--- src/rtl/apey_pkg.sv ---
`timescale 1ns / 1ps
// ----------------------------------------------------------------------------
// Anaglyph pixel encoder package
// Transaction types, default coefficient precision and coefficient helper.
// ----------------------------------------------------------------------------
package apey_pkg;

   localparam int unsigned COEF_FRAC_BITS_DEF = 16;

   // BT.601 coefficients in thousandths
   localparam int unsigned MILLI_KR = 299;
   localparam int unsigned MILLI_KG = 587;
   localparam int unsigned MILLI_KB = 114;
   localparam int unsigned MILLI_KU = 564;
   localparam int unsigned MILLI_KV = 713;

   typedef struct packed {
      logic [7:0] left_blue;
      logic [7:0] left_green;
      logic [7:0] left_red;
      logic [7:0] right_blue;
      logic [7:0] right_green;
      logic [7:0] right_red;
   } req_type;

   typedef struct packed {
      logic [7:0] anaglyph_blue;
      logic [7:0] anaglyph_green;
      logic [7:0] anaglyph_red;
      logic [7:0] spare_left_green;
      logic [7:0] spare_right_red;
      logic [7:0] spare_right_blue;
      logic [7:0] luma;
      logic [7:0] chroma_u;
      logic [7:0] chroma_v;
   } rsp_type;

   // round(milli / 1000 * 2^frac), evaluated at elaboration
   function automatic logic [31:0] fix_coef(input int unsigned milli,
                                            input int unsigned frac);
      logic [63:0] scaled;
      scaled = (64'(milli) << frac) + 64'd500;
      return 32'(scaled / 64'd1000);
   endfunction

endpackage

--- src/rtl/apey_luma.sv ---
`timescale 1ns / 1ps
// ----------------------------------------------------------------------------
// Anaglyph luma stages
// Stage 1 forms the three weighted channel products, stage 2 sums them into
// the unrounded luma and the blue and red differences.
// ----------------------------------------------------------------------------
module apey_luma #(
   parameter int unsigned COEF_FRAC_BITS = apey_pkg::COEF_FRAC_BITS_DEF
) (
   input  logic                            clock,
   input  logic                            reset,
   input  logic                            req_valid,
   output logic                            req_stall,
   input  apey_pkg::req_type               req_data,
   output logic                            out_valid,
   input  logic                            out_stall,
   output apey_pkg::req_type               out_pix,
   output logic [COEF_FRAC_BITS+9:0]       out_yf,
   output logic signed [COEF_FRAC_BITS+10:0] out_bdiff,
   output logic signed [COEF_FRAC_BITS+10:0] out_rdiff
);
   import apey_pkg::*;

   localparam int unsigned F   = COEF_FRAC_BITS;
   localparam int unsigned P_W = F + 8;
   localparam int unsigned Y_W = F + 10;
   localparam int unsigned D_W = F + 11;

   localparam logic [F-1:0] KR = F'(fix_coef(MILLI_KR, F));
   localparam logic [F-1:0] KG = F'(fix_coef(MILLI_KG, F));
   localparam logic [F-1:0] KB = F'(fix_coef(MILLI_KB, F));

   logic             v1_ff, v1_in, adv1;
   logic             v2_ff, v2_in, adv2;
   req_type          pix1_ff, pix2_ff;
   logic [P_W-1:0]   pr_ff, pr_in, pg_ff, pg_in, pb_ff, pb_in;
   logic [Y_W-1:0]   yf_ff, yf_in;
   logic signed [D_W-1:0] bd_ff, bd_in, rd_ff, rd_in;

   assign adv2 = !v2_ff || !out_stall;
   assign adv1 = !v1_ff || !(v2_ff && out_stall);
   assign req_stall = !adv1;

   assign v1_in = adv1 ? req_valid : v1_ff;
   assign v2_in = adv2 ? v1_ff : v2_ff;

   // stage 1: anaglyph takes left blue, right green, left red
   assign pr_in = P_W'(KR) * P_W'(req_data.left_red);
   assign pg_in = P_W'(KG) * P_W'(req_data.right_green);
   assign pb_in = P_W'(KB) * P_W'(req_data.left_blue);

   // stage 2
   assign yf_in = Y_W'(pr_ff) + Y_W'(pg_ff) + Y_W'(pb_ff);
   assign bd_in = $signed({3'b000, pix1_ff.left_blue, {F{1'b0}}}) - $signed({1'b0, yf_in});
   assign rd_in = $signed({3'b000, pix1_ff.left_red, {F{1'b0}}}) - $signed({1'b0, yf_in});

   always_ff @(posedge clock) begin
      if (reset) begin
         v1_ff <= 1'b0;
         v2_ff <= 1'b0;
      end else begin
         v1_ff <= v1_in;
         v2_ff <= v2_in;
      end
   end

   always_ff @(posedge clock) begin
      if (adv1) begin
         pix1_ff <= req_data;
         pr_ff   <= pr_in;
         pg_ff   <= pg_in;
         pb_ff   <= pb_in;
      end
      if (adv2) begin
         pix2_ff <= pix1_ff;
         yf_ff   <= yf_in;
         bd_ff   <= bd_in;
         rd_ff   <= rd_in;
      end
   end

   assign out_valid = v2_ff;
   assign out_pix   = pix2_ff;
   assign out_yf    = yf_ff;
   assign out_bdiff = bd_ff;
   assign out_rdiff = rd_ff;

endmodule

--- src/rtl/apey_chroma.sv ---
`timescale 1ns / 1ps
// ----------------------------------------------------------------------------
// Anaglyph chroma product stage
// Stage 3 scales the blue and red differences and rounds the luma.
// ----------------------------------------------------------------------------
module apey_chroma #(
   parameter int unsigned COEF_FRAC_BITS = apey_pkg::COEF_FRAC_BITS_DEF
) (
   input  logic                                clock,
   input  logic                                reset,
   input  logic                                in_valid,
   output logic                                in_stall,
   input  apey_pkg::req_type                   in_pix,
   input  logic [COEF_FRAC_BITS+9:0]           in_yf,
   input  logic signed [COEF_FRAC_BITS+10:0]   in_bdiff,
   input  logic signed [COEF_FRAC_BITS+10:0]   in_rdiff,
   output logic                                out_valid,
   input  logic                                out_stall,
   output apey_pkg::req_type                   out_pix,
   output logic [7:0]                          out_luma,
   output logic signed [2*COEF_FRAC_BITS+11:0] out_pu,
   output logic signed [2*COEF_FRAC_BITS+11:0] out_pv
);
   import apey_pkg::*;

   localparam int unsigned F   = COEF_FRAC_BITS;
   localparam int unsigned Y_W = F + 10;
   localparam int unsigned M_W = 2 * F + 12;

   localparam logic [F-1:0] KU = F'(fix_coef(MILLI_KU, F));
   localparam logic [F-1:0] KV = F'(fix_coef(MILLI_KV, F));
   localparam logic [Y_W:0] Y_RND = (Y_W + 1)'((64'd1 << (F - 1)) - 64'd1);

   logic                  v3_ff, v3_in, adv3;
   req_type               pix3_ff;
   logic [7:0]            luma_ff, luma_in;
   logic [Y_W:0]          yt;
   logic signed [M_W-1:0] pu_ff, pu_in, pv_ff, pv_in;

   assign adv3     = !v3_ff || !out_stall;
   assign in_stall = !adv3;
   assign v3_in    = adv3 ? in_valid : v3_ff;

   assign pu_in = M_W'($signed({1'b0, KU})) * M_W'(in_bdiff);
   assign pv_in = M_W'($signed({1'b0, KV})) * M_W'(in_rdiff);

   // round to nearest, ties down; luma is never negative
   assign yt = {1'b0, in_yf} + Y_RND;
   always_comb begin
      if (|yt[Y_W:F+8]) begin
         luma_in = 8'hFF;
      end else begin
         luma_in = yt[F+7:F];
      end
   end

   always_ff @(posedge clock) begin
      if (reset) begin
         v3_ff <= 1'b0;
      end else begin
         v3_ff <= v3_in;
      end
   end

   always_ff @(posedge clock) begin
      if (adv3) begin
         pix3_ff <= in_pix;
         luma_ff <= luma_in;
         pu_ff   <= pu_in;
         pv_ff   <= pv_in;
      end
   end

   assign out_valid = v3_ff;
   assign out_pix   = pix3_ff;
   assign out_luma  = luma_ff;
   assign out_pu    = pu_ff;
   assign out_pv    = pv_ff;

endmodule

--- src/rtl/apey_out.sv ---
`timescale 1ns / 1ps
// ----------------------------------------------------------------------------
// Anaglyph output stage
// Stage 4 adds the chroma offset, rounds, saturates and holds the result.
// ----------------------------------------------------------------------------
module apey_out #(
   parameter int unsigned COEF_FRAC_BITS = apey_pkg::COEF_FRAC_BITS_DEF
) (
   input  logic                                clock,
   input  logic                                reset,
   input  logic                                in_valid,
   output logic                                in_stall,
   input  apey_pkg::req_type                   in_pix,
   input  logic [7:0]                          in_luma,
   input  logic signed [2*COEF_FRAC_BITS+11:0] in_pu,
   input  logic signed [2*COEF_FRAC_BITS+11:0] in_pv,
   output logic                                rsp_valid,
   input  logic                                rsp_stall,
   output apey_pkg::rsp_type                   rsp_data
);
   import apey_pkg::*;

   localparam int unsigned F   = COEF_FRAC_BITS;
   localparam int unsigned S   = 2 * F;
   localparam int unsigned M_W = 2 * F + 12;

   // offset of 128 plus the round-half-down bias, both at 2F fraction bits
   localparam logic signed [M_W-1:0] C_RND =
      (M_W'(128) <<< S) + (M_W'(1) <<< (S - 1)) - M_W'(1);

   logic                  v4_ff, v4_in, adv4;
   rsp_type               rsp_ff, rsp_in;
   logic signed [M_W-1:0] ut, vt;
   logic [7:0]            u_sat, v_sat;

   assign adv4     = !v4_ff || !rsp_stall;
   assign in_stall = !adv4;
   assign v4_in    = adv4 ? in_valid : v4_ff;

   assign ut = in_pu + C_RND;
   assign vt = in_pv + C_RND;

   always_comb begin
      priority if (ut[M_W-1]) begin
         u_sat = 8'h00;
      end else if (|ut[M_W-2:S+8]) begin
         u_sat = 8'hFF;
      end else begin
         u_sat = ut[S+7:S];
      end
      priority if (vt[M_W-1]) begin
         v_sat = 8'h00;
      end else if (|vt[M_W-2:S+8]) begin
         v_sat = 8'hFF;
      end else begin
         v_sat = vt[S+7:S];
      end
   end

   always_comb begin
      rsp_in.anaglyph_blue    = in_pix.left_blue;
      rsp_in.anaglyph_green   = in_pix.right_green;
      rsp_in.anaglyph_red     = in_pix.left_red;
      rsp_in.spare_left_green = in_pix.left_green;
      rsp_in.spare_right_red  = in_pix.right_red;
      rsp_in.spare_right_blue = in_pix.right_blue;
      rsp_in.luma             = in_luma;
      rsp_in.chroma_u         = u_sat;
      rsp_in.chroma_v         = v_sat;
   end

   always_ff @(posedge clock) begin
      if (reset) begin
         v4_ff <= 1'b0;
      end else begin
         v4_ff <= v4_in;
      end
   end

   // hold the result while the consumer stalls
   always_ff @(posedge clock) begin
      if (adv4) begin
         rsp_ff <= rsp_in;
      end
   end

   assign rsp_valid = v4_ff;
   assign rsp_data  = rsp_ff;

endmodule

--- src/rtl/anaglyph_pixel_encoder_with_ycbcr.sv ---
`timescale 1ns / 1ps
// ----------------------------------------------------------------------------
// Anaglyph pixel encoder with YCbCr
// Green/magenta anaglyph from a stereo BGR pair, with BT.601 luma and chroma.
// ----------------------------------------------------------------------------
// Channel  Ports                          Direction  Payload
// req      req_valid req_stall req_data   in         left and right BGR pixel
// rsp      rsp_valid rsp_stall rsp_data   out        anaglyph, spares, Y U V
//
// One pixel per clock sustained while rsp_stall is low; a pixel passes
// through the four register stages (luma products, luma sum and
// differences, chroma products, offset/round/saturate) to rsp_valid.
// Synchronous active-high reset clears only the stage valid bits.
// A rsp stall backs up stage by stage; empty stages still fill, so req_stall
// rises only when all four stages hold a transaction.
// ----------------------------------------------------------------------------
module anaglyph_pixel_encoder_with_ycbcr #(
   parameter int unsigned COEF_FRAC_BITS = apey_pkg::COEF_FRAC_BITS_DEF
) (
   input  logic              clock,
   input  logic              reset,
   input  logic              req_valid,
   output logic              req_stall,
   input  apey_pkg::req_type req_data,
   output logic              rsp_valid,
   input  logic              rsp_stall,
   output apey_pkg::rsp_type rsp_data
);
   import apey_pkg::*;

   localparam int unsigned F = COEF_FRAC_BITS;

   logic                      s2_valid, s2_stall;
   req_type                   s2_pix;
   logic [F+9:0]              s2_yf;
   logic signed [F+10:0]      s2_bdiff, s2_rdiff;
   logic                      s3_valid, s3_stall;
   req_type                   s3_pix;
   logic [7:0]                s3_luma;
   logic signed [2*F+11:0]    s3_pu, s3_pv;

   apey_luma #(.COEF_FRAC_BITS(COEF_FRAC_BITS)) u_luma (
      .clock     (clock),
      .reset     (reset),
      .req_valid (req_valid),
      .req_stall (req_stall),
      .req_data  (req_data),
      .out_valid (s2_valid),
      .out_stall (s2_stall),
      .out_pix   (s2_pix),
      .out_yf    (s2_yf),
      .out_bdiff (s2_bdiff),
      .out_rdiff (s2_rdiff)
   );

   apey_chroma #(.COEF_FRAC_BITS(COEF_FRAC_BITS)) u_chroma (
      .clock     (clock),
      .reset     (reset),
      .in_valid  (s2_valid),
      .in_stall  (s2_stall),
      .in_pix    (s2_pix),
      .in_yf     (s2_yf),
      .in_bdiff  (s2_bdiff),
      .in_rdiff  (s2_rdiff),
      .out_valid (s3_valid),
      .out_stall (s3_stall),
      .out_pix   (s3_pix),
      .out_luma  (s3_luma),
      .out_pu    (s3_pu),
      .out_pv    (s3_pv)
   );

   apey_out #(.COEF_FRAC_BITS(COEF_FRAC_BITS)) u_out (
      .clock     (clock),
      .reset     (reset),
      .in_valid  (s3_valid),
      .in_stall  (s3_stall),
      .in_pix    (s3_pix),
      .in_luma   (s3_luma),
      .in_pu     (s3_pu),
      .in_pv     (s3_pv),
      .rsp_valid (rsp_valid),
      .rsp_stall (rsp_stall),
      .rsp_data  (rsp_data)
   );

endmodule

--- config.mk ---
export PLATFORM = sky130hd
export DESIGN_NAME = anaglyph_pixel_encoder_with_ycbcr
export DESIGN_NICKNAME = d
export VERILOG_FILES = /design/src/rtl/apey_pkg.sv /design/src/rtl/apey_luma.sv /design/src/rtl/apey_chroma.sv /design/src/rtl/apey_out.sv /design/src/rtl/anaglyph_pixel_encoder_with_ycbcr.sv
export SDC_FILE = /design/constraint.sdc
export NUM_CORES = 2
export LEC_CHECK = 0
export BUFFER_PORTS_ARGS = -buffer_cell sky130_fd_sc_hd__buf_2
export CAP_MARGIN = 15
export CELL_PAD_IN_SITES_DETAIL_PLACEMENT = 1
export CELL_PAD_IN_SITES_GLOBAL_PLACEMENT = 2
export CORE_MARGIN = 1.5
export CORE_UTILIZATION = 48
export DETAILED_ROUTE_END_ITERATION = 10
export GPL_TIMING_DRIVEN = 1
export PLACE_DENSITY_LB_ADDON = 0.12
export RECOVER_POWER = 25
export SLEW_MARGIN = 15
export SYNTH_ARGS = -nofsm -noshare
export SYNTH_HDL_FRONTEND = slang
export SYNTH_SLANG_ARGS = --single-unit
--- constraint.sdc ---
create_clock -name clock -period 15.2 [get_ports clock]
set_clock_uncertainty 0.1 [all_clocks]
set_input_delay 3.04 -clock clock [delete_from_list [all_inputs] [get_ports clock]]
set_output_delay 3.04 -clock clock [all_outputs]
set_load 0.01 [all_outputs]
==> insert_results.sql <==
INSERT INTO impl_metrics (metric_group, metric, value, unit) VALUES
('floorplanning', 'die_height', '279', 'um'),
('job', 'maxCapViolations', '0', ''),
('synthesis', 'syn-instance-count', '3094', ''),
('floorplanning', 'die_w', '279', 'um'),
('sta', 'setup_viol_count_final', '0', ''),
('setup_path', 'most_frequent_cp_cell', 'fa_1', ''),
('routing', 'detail_route.iter0.violations', '980', ''),
('routing', 'vias', '23154', ''),
('sta', 'totalNegativeSetupSlack', '0', 'ps'),
('floorplanning', 'area_of_the_placeable_core', '75700', 'um2'),
('floorplanning', 'ioPinCount', '126', ''),
('floorplanning', 'rows', '101', ''),
('routing', 'wire_length_reported_by_the_detailed_router', '90.7', 'mm'),
('clock_network', 'clock_path_buffers', '3', ''),
('synthesis', 'synth.distinct_cells', '74', ''),
('synthesis', 'syn_avg_cell_area', '11.8', 'um2'),
('floorplanning', 'start_util', '0.484', ''),
('routing', 'drc', '0', ''),
('setup_path', 'slowest_delay', '600', 'ps'),
('synthesis', 'number_of_warning_messages_in_the_yosys_log', '0', ''),
('setup_path', 'cp_max_fo', '9', ''),
('setup_path', 'cells_traversed_along_the_worst_timing_path', 'clkbuf_1 -> fa_1 -> fa_1 -> inv_1 -> fa_1 -> inv_1 -> fa_1 -> ha_1 -> a21boi_0 -> o21ai_0 -> a21boi_0 -> o21ai_0 -> a21boi_0 -> o21ai_0 -> a21oi_1 -> a211o_1 -> a21oi_1 -> xnor2_1', ''),
('setup_path', 'cp_top_family', 'adder cells', ''),
('place', 'hpwl', '73.6', 'mm'),
('synthesis', 'synth_common_cells', 'ha_1, inv_1, edfxtp_1', ''),
('setup_path', 'crit-reg2reg-launch', 'u_luma.out_rdiff[3]', ''),
('run_status', 'outcome', 'finished, final reports clean', ''),
('setup_path', 'timing.critical_path.to_type', 'register', ''),
('place', 'gp_congestion', '0.877', ''),
('sta', 'max_clock_freq', '130', 'MHz'),
('synthesis', 'synth_enable_flop_cells', '437', ''),
('setup_path', 'critical_path_source_type', 'input pin', ''),
('sta', 'period_needed', '7680', 'ps'),
('setup_path', 'cp.buffers_inverters', '3', ''),
('clock_network', 'tritoncts', 'done', ''),
('setup_path', 'required', '15460', 'ps'),
('clock_network', 'clock_latency', '610', 'ps'),
('global_route', 'wire_length_of_the_first_global_routing_pass', '143', 'mm'),
('routing', 'detail_route.first_pass.iterations', '5', ''),
('synthesis', 'number_of_synthesized_register_bits', '441', ''),
('routing', 'post_drt_via_cell_ratio', '5.40', ''),
('global_route', 'grt_usage', '0.238', ''),
('synthesis', 'synth_area_leader_cell', 'edfxtp_1', ''),
('clock_network', 'cts.reportedPaths.clkPinSlew', '60', 'ps'),
('layout', 'finalNetCount', '4237', ''),
('synthesis', 'part_of_the_yosys_area_used_for_sequential_elements', '0.360', ''),
('setup_path', 'critPathSlowestCell', 'fa_1', ''),
('sta', 'tightest_slew', '1430', 'ps'),
('setup_path', 'startpoint', 'req_data[46]', ''),
('synthesis', 'asyncSetResetFlopFracSynth', '0', ''),
('sta', 'min_period_over_period', '0.505', ''),
('sta', 'rsz0062_at_grt', 'no', ''),
('layout', 'area_delta_synth_final', '9.71', '%'),
('clock_network', 'numCtsBuffers', '50', ''),
('sta', 'timing.slew.headroom', '0.0433', ''),
('floorplanning', 'fp.dieArea', '78000', 'um2'),
('place', 'port_buffers', '125', ''),
('clock_network', 'number_of_clock_sinks_seen_by_cts', '441', ''),
('clock_network', 'clock_tree.htree_level_count', '2', ''),
('hold_path', 'hold_start', 'u_luma.out_pix[45]', ''),
('synthesis', 'postSynthNetCount', '4060', ''),
('setup_path', 'classification_of_the_worst_setup_path', 'input pin to register', ''),
('clock_network', 'ctsRootBufferMaster', 'clkbuf_16', ''),
('sta', 'final-max-slew-violation-count', '0', ''),
('sta', 'hold_viol', '0', ''),
('hold_path', 'class_of_the_tightest_hold_or_removal_check', 'register to register', ''),
('synthesis', 'top_count_cell_post_synth', 'ha_1', ''),
('routing', 'avgRoutedWirePerCell', '21.2', 'um'),
('clock_network', 'cts.repair.resized', '0', ''),
('global_route', 'grt_start_max_net_pins', '83', ''),
('global_route', 'gr-total-overflow', '0', ''),
('setup_path', 'critical_path_arrival', '7950', 'ps'),
('synthesis', 'synth_top_cells_by_area', 'edfxtp_1, ha_1, fa_1, inv_1, xnor2_1', ''),
('synthesis', 'synth_ff_type', 'edfxtp_1', ''),
('clock_network', 'cts_post_setup_buffers_inserted', '0', ''),
('synthesis', 'post-synth-top-area-fraction', '0.358', ''),
('global_route', 'grt_antenna_before_repair', '1', ''),
('synthesis', 'syn-cell-area', '36700', 'um2'),
('layout', 'fraction_of_layout_instances_using_a_drive_strength_above_1', '0.0659', ''),
('global_route', 'grt_pass1_vias', '25841', ''),
('routing', 'route.antenna.remaining_nets', '0', ''),
('clock_network', 'hold_buffers', '0', '');
==> state kept, by name, indices dropped and copies added (netlist names), 8 cells and up <==
name	flops
u_out.rsp_data	72
u_chroma.out_pix	48
u_luma.out_pix	48
u_luma.pix1_ff	48
u_chroma.out_pv	44
u_chroma.out_pu	42
u_luma.out_rdiff	27
u_luma.out_yf	25
u_luma.pg_ff	22
u_luma.pr_ff	22
u_luma.pb_ff	20
u_luma.out_bdiff	11
u_chroma.out_luma	8
==> cells in the final DEF (no fill, tap or decap), types with 20 or more instances in the layout <==
cell         n
clkbuf_1    31
clkbuf_16   50
nand3_1     39
xor2_1      53
buf_2      100
nor2b_1     24
nand2b_1    26
nand2_1     94
a31oi_1     20
fa_1       324
nor4_1      24
nor3_1      42
inv_1      546
edfxtp_1   437
xnor2_1    160
ha_1       590
a21oi_1    168
and3_1      22
o21ai_0     87
nor2_1     115
o21bai_1    26
o21a_1      24
a21o_1      60
==> logic make-up (layout without fill, tap and decap cells) <==
group                    after synthesis  after routing  synth area share
adder cells (fa/ha/maj)              920            920             0.380
XOR/XNOR                             215            215            0.0522
AND/OR/NAND/NOR                      458            458            0.0625
AO/OA/AOI/OAI                        495            495            0.0861
flip-flops                           441            441             0.360
other                                  1              2          0.000102
multiplexers                           6              6           0.00167
buffers and inverters                558            773            0.0571
==> worst paths after layout <==
kind / endpoint / slack, ps / cells after the start
max: u_luma.pb_ff[19] / 7520 / 18
min: u_chroma.out_pix[45] / 320 / 0
max reg2reg: u_chroma.out_pv[42] / 7770 / 22
min reg2reg: u_chroma.out_pix[45] / 320 / 0
==> routing by layer <==
metal	track usage	share of wire
met1	0.298	0.43
met5	0	0.000077
met2	0.433	0.51
met4	0.0711	0.030
met3	0.0261	0.024
==> stage by stage <==
stage	area [um2]	cells	hold slack, ps	worst slack [ps]	util
after floorplan	36700	3094	300	5500	-
after global placement	38600	4197	301	7270	0.510
after detailed placement	38600	4197	306	7200	0.510
after CTS	40300	4287	319	7770	0.532
after global routing	40200	4287	323	7090	0.531
final	40200	4288	317	7520	0.531
==> area by class of cell <==
| type | count | area, um2 |
|---|---|---|
| Timing Repair Buffer | 135 | 662 |
| Fill cell | 7881 | 35500 |
| Multi-Input combinational cell | 2095 | 21400 |
| Antenna cell | 1 | 2.50 |
| Clock buffer | 54 | 1270 |
| Tap cell | 978 | 1220 |
| Inverter | 548 | 2060 |
| Sequential cell | 441 | 13200 |
| Clock inverter | 36 | 417 |
Power is not shown: default switching activity piles up to over one toggle a cycle in this logic, so the estimate is an artifact.
